===== config.mk =====
export PLATFORM = sky130hd
export DESIGN_NAME = sgxy_ctrl
export DESIGN_NICKNAME = d
export VERILOG_FILES = /design/src/hdl/sgxy_pkg.sv /design/src/hdl/sgxy_ctrl.sv
export SDC_FILE = /design/constraint.sdc
export NUM_CORES = 1
export LEC_CHECK = 0
export BUFFER_PORTS_ARGS = -buffer_cell sky130_fd_sc_hd__buf_4
export CAP_MARGIN = 20
export CORE_MARGIN = 3
export CORE_UTILIZATION = 49
export DETAILED_ROUTE_END_ITERATION = 12
export GPL_ROUTABILITY_DRIVEN = 0
export HOLD_SLACK_MARGIN = 0.02
export MAX_ROUTING_LAYER = met4
export PLACE_DENSITY = 0.73
export SYNTH_ARGS = -nofsm -noshare
export SYNTH_HDL_FRONTEND = slang
export SYNTH_SLANG_ARGS = --single-unit

===== constraint.sdc =====
create_clock -name clk_i -period 21.9 [get_ports clk_i]
set_clock_uncertainty 0.1 [all_clocks]
set_input_delay 2.19 -clock clk_i [delete_from_list [all_inputs] [get_ports clk_i]]
set_output_delay 2.19 -clock clk_i [all_outputs]
set_load 0.02 [all_outputs]

===== src/hdl/sgxy_pkg.sv =====
// sgxy_pkg: constants, types and helper functions for the 2-d smoother
// shared by the store, control, math and top modules of the block; no dependencies
package sgxy_pkg;

  localparam int unsigned MAX_WIDTH  = 1024;
  localparam int unsigned MAX_HEIGHT = 1024;

  // dimension and position widths
  localparam int unsigned MAX_DIM   = (MAX_WIDTH > MAX_HEIGHT) ? MAX_WIDTH : MAX_HEIGHT;
  localparam int unsigned DIM_RAW   = $clog2(MAX_DIM + 1);
  localparam int unsigned DIM_W     = (DIM_RAW > 11) ? DIM_RAW : 11;
  localparam int unsigned CNT_RAW   = $clog2(MAX_WIDTH * MAX_HEIGHT + 1);
  localparam int unsigned CNT_W     = (CNT_RAW > DIM_W + 2) ? CNT_RAW : DIM_W + 2;
  localparam int unsigned CFG_W     = 11;

  // row store: 7 row banks x 7 column banks, column c lives at address c/7
  localparam int unsigned NBANK     = 7;
  localparam int unsigned BANK_D    = (MAX_WIDTH + 6) / 7;
  localparam int unsigned AW        = $clog2(BANK_D);
  localparam int unsigned PIX_W     = 8;

  // divide by 7 through a reciprocal
  localparam int unsigned M7_S      = DIM_W + 3;
  localparam logic [M7_S-1:0] M7_M  = M7_S'((2 ** M7_S + 6) / 7);

  // final scaling: floor((s*256 + 21) / 42), biased to stay positive
  localparam int unsigned N_W       = 22;
  localparam int unsigned DIV_MW    = 28;
  localparam int unsigned DIV_S     = 33;
  localparam logic [DIV_MW-1:0] DIV_M = 28'd204522253;
  localparam logic [N_W-1:0] RND_BIAS = 22'd688149;
  localparam int unsigned Q_W       = 17;
  localparam logic [17:0] Q_OFFSET  = 18'd16384;

  // apb register map
  typedef enum logic {
    REG_WIDTH  = 1'b0,
    REG_HEIGHT = 1'b1
  } reg_idx_e;

  typedef enum logic {
    CMD_PIXEL = 1'b0,
    CMD_DRAIN = 1'b1
  } cmd_e;

  // write and read requests to the banked store
  typedef struct packed {
    logic                         we;
    logic [2:0]                   wrow;
    logic [2:0]                   wcol;
    logic [AW-1:0]                waddr;
    logic [PIX_W-1:0]             wdata;
    logic                         re;
    logic [2:0]                   rm;
    logic [NBANK-1:0][AW-1:0]     raddr_row;
    logic [AW-1:0]                raddr_col;
  } mem_req_t;

  // everything the datapath needs about one result
  typedef struct packed {
    logic                         valid;
    logic [2:0]                   rm;
    logic [2:0]                   cm;
    logic [NBANK-1:0][2:0]        rsel;
    logic [NBANK-1:0][2:0]        csel;
    logic                         byp;
    logic [PIX_W-1:0]             gray;
    logic [9:0]                   col;
    logic [9:0]                   row;
    logic                         last;
  } tap_t;

  typedef logic [NBANK-1:0][NBANK-1:0][PIX_W-1:0] bank_data_t;

  // wrap a small signed value into 0..6
  function automatic logic [2:0] wrap7(input logic signed [4:0] v);
    logic signed [4:0] r;
    r = v;
    if (v < 0) begin
      r = v + 5'sd7;
    end else if (v >= 5'sd7) begin
      r = v - 5'sd7;
    end
    return r[2:0];
  endfunction

  // x mod 7 through multiplication by the reciprocal
  function automatic logic [2:0] mod7(input logic [DIM_W-1:0] x);
    logic [DIM_W+M7_S-1:0] p;
    logic [DIM_W-1:0]      q;
    logic [DIM_W-1:0]      r;
    p = {{M7_S{1'b0}}, x} * {{DIM_W{1'b0}}, M7_M};
    q = p[M7_S +: DIM_W];
    r = x - ((q << 3) - q);
    return r[2:0];
  endfunction

endpackage


===== src/hdl/sgxy_ctrl.sv =====
// sgxy_ctrl: frame counters, write position, result position and tap selection
// depends on sgxy_pkg
module sgxy_ctrl
  import sgxy_pkg::*;
(
  input  logic             clk_i,
  input  logic             rst_ni,
  input  logic             acc_i,
  input  logic             en_i,
  input  logic             command_i,
  input  logic [PIX_W-1:0] gray_i,
  input  logic             cfg_we_i,
  input  logic [CFG_W-1:0] width_i,
  input  logic [CFG_W-1:0] height_i,
  output mem_req_t         req_o,
  output tap_t             tap_o
);

  logic [DIM_W-1:0] weff, heff, wlast, hlast;
  logic [2:0]       wlast_m7, hlast_m7;
  logic [CNT_W-1:0] total, tw3;
  logic [2*DIM_W-1:0] area;

  logic [CNT_W-1:0] prx_q, prx_d, rs_q, rs_d;
  logic [DIM_W-1:0] wcol_q, wcol_d, rcol_q, rcol_d, rrow_q, rrow_d;
  logic [2:0]       wcm_q, wcm_d, wrm_q, wrm_d, rcm_q, rcm_d, rrm_q, rrm_d;
  logic [AW-1:0]    wcq_q, wcq_d, rcq_q, rcq_d;

  logic wr, full, prod_pix, prod_drn, produce, done;

  // effective frame size and derived constants
  always_comb begin
    weff = (width_i == '0) ? DIM_W'(1) :
           ({{(DIM_W-CFG_W){1'b0}}, width_i} > DIM_W'(MAX_WIDTH)) ? DIM_W'(MAX_WIDTH) :
           {{(DIM_W-CFG_W){1'b0}}, width_i};
    heff = (height_i == '0) ? DIM_W'(1) :
           ({{(DIM_W-CFG_W){1'b0}}, height_i} > DIM_W'(MAX_HEIGHT)) ? DIM_W'(MAX_HEIGHT) :
           {{(DIM_W-CFG_W){1'b0}}, height_i};
    wlast    = weff - DIM_W'(1);
    hlast    = heff - DIM_W'(1);
    wlast_m7 = mod7(wlast);
    hlast_m7 = mod7(hlast);
    area     = weff * heff;
    total    = CNT_W'(area);
    tw3      = CNT_W'({2'b00, weff, 1'b0}) + CNT_W'(weff);
  end

  // transaction classification
  always_comb begin
    full     = prx_q >= total;
    wr       = acc_i && (command_i == CMD_PIXEL) && !full;
    prod_pix = wr && (prx_q >= tw3) && (rs_q < total);
    prod_drn = acc_i && (command_i == CMD_DRAIN) && full && (rs_q < total);
    produce  = prod_pix || prod_drn;
    done     = prod_drn && (rs_q + CNT_W'(1) == total);
  end

  // counter and position updates
  always_comb begin
    prx_d  = prx_q;  rs_d   = rs_q;
    wcol_d = wcol_q; wcm_d  = wcm_q; wcq_d = wcq_q; wrm_d = wrm_q;
    rcol_d = rcol_q; rcm_d  = rcm_q; rcq_d = rcq_q;
    rrow_d = rrow_q; rrm_d  = rrm_q;
    if (wr) begin
      prx_d = prx_q + CNT_W'(1);
      if (wcol_q == wlast) begin
        wcol_d = '0; wcm_d = '0; wcq_d = '0;
        wrm_d  = (wrm_q == 3'd6) ? 3'd0 : wrm_q + 3'd1;
      end else begin
        wcol_d = wcol_q + DIM_W'(1);
        if (wcm_q == 3'd6) begin
          wcm_d = '0; wcq_d = wcq_q + AW'(1);
        end else begin
          wcm_d = wcm_q + 3'd1;
        end
      end
    end
    if (produce) begin
      rs_d = rs_q + CNT_W'(1);
      if (rcol_q == wlast) begin
        rcol_d = '0; rcm_d = '0; rcq_d = '0;
        rrow_d = rrow_q + DIM_W'(1);
        rrm_d  = (rrm_q == 3'd6) ? 3'd0 : rrm_q + 3'd1;
      end else begin
        rcol_d = rcol_q + DIM_W'(1);
        if (rcm_q == 3'd6) begin
          rcm_d = '0; rcq_d = rcq_q + AW'(1);
        end else begin
          rcm_d = rcm_q + 3'd1;
        end
      end
    end
    if (cfg_we_i || done) begin
      prx_d  = '0; rs_d  = '0;
      wcol_d = '0; wcm_d = '0; wcq_d = '0; wrm_d = '0;
      rcol_d = '0; rcm_d = '0; rcq_d = '0; rrow_d = '0; rrm_d = '0;
    end
  end

  always_ff @(posedge clk_i or negedge rst_ni) begin
    if (!rst_ni) begin
      prx_q  <= '0; rs_q  <= '0;
      wcol_q <= '0; wcm_q <= '0; wcq_q <= '0; wrm_q <= '0;
      rcol_q <= '0; rcm_q <= '0; rcq_q <= '0; rrow_q <= '0; rrm_q <= '0;
    end else begin
      prx_q  <= prx_d;  rs_q  <= rs_d;
      wcol_q <= wcol_d; wcm_q <= wcm_d; wcq_q <= wcq_d; wrm_q <= wrm_d;
      rcol_q <= rcol_d; rcm_q <= rcm_d; rcq_q <= rcq_d;
      rrow_q <= rrow_d; rrm_q <= rrm_d;
    end
  end

  // store requests: write the pixel, read the 13 taps of the next result
  always_comb begin
    logic signed [4:0] delta;
    logic signed [4:0] t;
    req_o.we        = wr;
    req_o.wrow      = wrm_q;
    req_o.wcol      = wcm_q;
    req_o.waddr     = wcq_q;
    req_o.wdata     = gray_i;
    req_o.re        = en_i;
    req_o.rm        = rrm_q;
    req_o.raddr_col = rcq_q;
    for (int j = 0; j < NBANK; j++) begin
      delta = signed'({2'b00, wrap7(signed'(5'(j) - 5'({2'b00, rcm_q}) + 5'd3))});
      t     = signed'(5'({2'b00, rcm_q})) + delta - 5'sd3;
      if (t < 0) begin
        req_o.raddr_row[j] = rcq_q - AW'(1);
      end else if (t >= 5'sd7) begin
        req_o.raddr_row[j] = rcq_q + AW'(1);
      end else begin
        req_o.raddr_row[j] = rcq_q;
      end
    end
  end

  // tap bank selection with clamping at the frame edges
  always_comb begin
    logic [DIM_W:0] cs, rsum;
    tap_o.valid = produce;
    tap_o.rm    = rrm_q;
    tap_o.cm    = rcm_q;
    tap_o.byp   = prod_pix;
    tap_o.gray  = gray_i;
    tap_o.col   = rcol_q[9:0];
    tap_o.row   = rrow_q[9:0];
    tap_o.last  = (rs_q == total - CNT_W'(1));
    for (int d = 0; d < NBANK; d++) begin
      cs   = {1'b0, rcol_q} + (DIM_W+1)'(d);
      rsum = {1'b0, rrow_q} + (DIM_W+1)'(d);
      if (cs < (DIM_W+1)'(3)) begin
        tap_o.rsel[d] = 3'd0;
      end else if (cs > {1'b0, weff} + (DIM_W+1)'(2)) begin
        tap_o.rsel[d] = wlast_m7;
      end else begin
        tap_o.rsel[d] = wrap7(signed'(5'({2'b00, rcm_q}) + 5'(d) - 5'd3));
      end
      if (rsum < (DIM_W+1)'(3)) begin
        tap_o.csel[d] = 3'd0;
      end else if (rsum > {1'b0, heff} + (DIM_W+1)'(2)) begin
        tap_o.csel[d] = hlast_m7;
      end else begin
        tap_o.csel[d] = wrap7(signed'(5'({2'b00, rrm_q}) + 5'(d) - 5'd3));
      end
    end
  end

endmodule


==> impl_results.md <==
- Status: finished, final reports clean
- Part of the Yosys area used for sequential elements: 9.80%
- CTS max path bufs: 2
- All-layer global routing usage: 27.8%
- Pin count of the biggest net entering global routing: 60
- Antenna diode count: 0
- Post-synthesis cell count: 3397
- Io pins: 206
- Commonest non-fill, non-tap cell in the layout: ha_1
- Combinational Power Share: 71.6%
- Net Sw Power: 0.662 mW
- Least-Margin Pin Slew: around 1.2 ns
- Largest delay share family, worst path: adder cells
- Place WS: 7.43 ns
- Critical Path Slowest Stage Cell: or3_1
- Critical path data arrival time: 12.25 ns
- Iter 0 DRT Violations: approximately 2400
- Worst hold path type: register to register
- Switch share: about half
- Post-CTS Setup Inserts: 0
- Worst path max stage delay: 0.82 ns
- HPWL Detailed: 60600 µm
- DRC viols: 0
- Final Cell Area: 0.0283 mm²
- Post_cts resized: 0
- Hold-fix buffers at CTS: 0
- Global-route wire length before repair: about 130000 µm
- Fin. Hold Viols: 0
- #FFs+latches synth: ~100
- Die width: 238 µm
- Slew Limit Fails: 0
- Core area: 0.0529 mm²
- Clock slew at reported path FFs: 0.08 ns
- Data required, critical path: 19.61 ns
- CTS Root Cell: clkbuf_16
- Sequential power share: 14.8%
- Mapped cell area: about 0.026 mm²
- Fin crit period: 14.54 ns
- Synth Flop Type: dfrtp_1
- Max Freq: approximately 0.069 GHz
- Post-synth EDFFs: 0
- Antenna viol nets, final: 0
- Cell Area, Placed: 0.0279 mm²
- Peak VDD IR: just under 90 µV
- TritonRoute pass-1 iters: 5
- Cell internal pwr: 0.651 mW
- Clock share of power: approximately 14%
- WP buf/inv: 8
- DRT Wirelength: 77700 µm
- Chip height: about 240 µm
- Async SR Flop Fraction: 100%
- CP endpoint kind: output port
- CTS tree: done
- Via-to-Cell Ratio: 5.99
- Post-layout util: between 50% and 60%
- Clock latency on the worst-skew pair: 0.37 ns
- Final-stage net count: 4058
- Area growth, synth to finish: 7.53%
- Cell row count: 84
- Max cap viols: 0
- Crit start category: input port
- Rel. slew slack: 20.6%
- Maximum fanout along the worst path: 32
- Antenna violations before repair: 0
- Port Buffer Count: about 180
- Total grt overflow: 0
- H-tree levels: 3
- Final setup violating endpoints: 0
- RSZ-0062 raised after global routing: false
- Syn Area/Cell: 7.74 µm²
- Leakage: 14.0 nW
- Yosys warning count: 0
- Fin crit share: 66.4%
- Vias in the first global route: between 20000 and 25000
- WS Path Type: input port to output port
- Vias: 24788
- Die footprint: 0.0565 mm²
- Total CTS buffers: 9
- Starting Density: 49.7%
- Setup_tns: 0 ns
- Synth unique cells: 96
- PwrDens: between 40 and 50 mW/mm²
- Most frequent cells in the layout: 461 x ha_1, 353 x nor2_1, 312 x inv_1
- Share of cells above drive strength 1: 8.70%
- Setup ws final: 7.36 ns
- CTS sink cnt: 103
- DR WL/cell: roughly 19 µm
==> registers in the layout, summed over array words and instances (netlist names), 8 cells and up <==
signal,flops
rrow_q,11
rcq_q,8
wcol_q,11
wcq_q,8
rs_q,21
prx_q,21
rcol_q,11
==> metal layers <==
metal	vias to the layer above	share of wire [%]	global-route usage (%)
met5	-	0	-
met4	0	3.2	8.24
met3	193	7.7	3.99
met2	973	45	43.2
met1	11693	44	37.6
li1	11929	-	-
==> power by group through the flow <==
| stage | logic, mW | clock network (mW) | registers (mW) |
|---|---|---|---|
| 3_3_place_gp | 0.912 | 0 | 0.199 |
| 3_5_place_dp | 0.926 | 0 | 0.198 |
| 2_1_floorplan | 0.690 | 0 | 0.197 |
| 5_1_grt | 1.06 | 0.187 | 0.195 |
| 6_report | 0.941 | 0.178 | 0.195 |
| 4_1_cts | 0.935 | 0.180 | 0.195 |
==> stage by stage <==
step	instances	power, mW	hold slack (ns)
5_1_grt	4135	1.44	0.511
2_1_floorplan	3408	0.886	0.406
6_report	4135	1.31	0.481
4_1_cts	4134	1.31	0.474
3_3_place_gp	4117	1.11	0.448
3_5_place_dp	4118	1.12	0.462
==> cell usage after synthesis (8+ instances only) <==
cell type,number,area share (%)
ha_1,461,22
nor2_1,353,5.0
inv_1,312,4.5
a21oi_1,241,4.6
xnor2_1,225,7.5
nand2_1,223,3.2
fa_1,119,9.1
o21ai_0,118,2.2
clkbuf_1,116,1.7
nor3_1,104,2.0
dfrtp_1,103,9.8
xor2_1,99,3.3
a21o_1,89,2.5
nand3_1,87,1.7
nand4_1,62,1.5
a211oi_1,48,1.4
buf_4,43,1.2
a31oi_1,42,1.0
and3_1,40,0.95
nor2b_1,40,0.95
nor4_1,31,0.74
and2_1,22,0.52
nand2b_1,21,0.50
or2_2,21,0.50
buf_2,20,0.38
or3_1,20,0.48
or4_1,18,0.51
o211ai_1,17,0.49
buf_1,14,0.20
nand3b_1,14,0.40
a22o_1,13,0.43
mux2i_1,13,0.49
a2111oi_0,11,0.37
nor3b_1,11,0.31
o22ai_1,11,0.26
clkinv_1,10,0.14
o21bai_1,10,0.29
a41oi_1,9,0.30
and4_1,9,0.30
nor4b_1,9,0.30
a211o_1,8,0.27
a22oi_1,8,0.23
a32o_1,8,0.30
o221ai_1,8,0.27
==> cell type report <==
type                       count  area (µm²)
multi-input combinational   2784       21700
timing repair buffer         216        1630
sequential                   103        2580
inverter                     328        1230
clock buffer                   9         225
clock inverter                 7        97.6
tap                          688         861
fill                        5023       24600
==> kinds of logic after synthesis <==
group	after synthesis	synth area share [%]
AOI/OAI and AO/OA	735	18.3
muxes	18	0.709
xor gates and xnor gates	332	11.5
adders and majority gates	582	31.1
DFF	103	9.80
other	1	0.0143
buffers and inverters	521	8.14
and+or+nand+nor	1105	20.5
==> final timing paths <==
path	start	depth (start not counted)	slack (ns)	to
worst min-delay path	rs_q[14]$_DFFE_PN0P_	1	0.48	rs_q[14]$_DFFE_PN0P_
min in group asynchronous	rst_ni	1	1.71	rcq_q[6]$_DFFE_PN0P_
worst max register to register	rs_q[4]$_DFFE_PN0P_	11	16.97	rrow_q[0]$_DFFE_PN0P_
worst min register to register	rs_q[14]$_DFFE_PN0P_	1	0.48	rs_q[14]$_DFFE_PN0P_
worst max-delay path	height_i[7]	32	7.36	tap_o[29]
max in group asynchronous	rst_ni	2	18.78	rrow_q[2]$_DFFE_PN0P_
(Power assumes the default switching activity.)
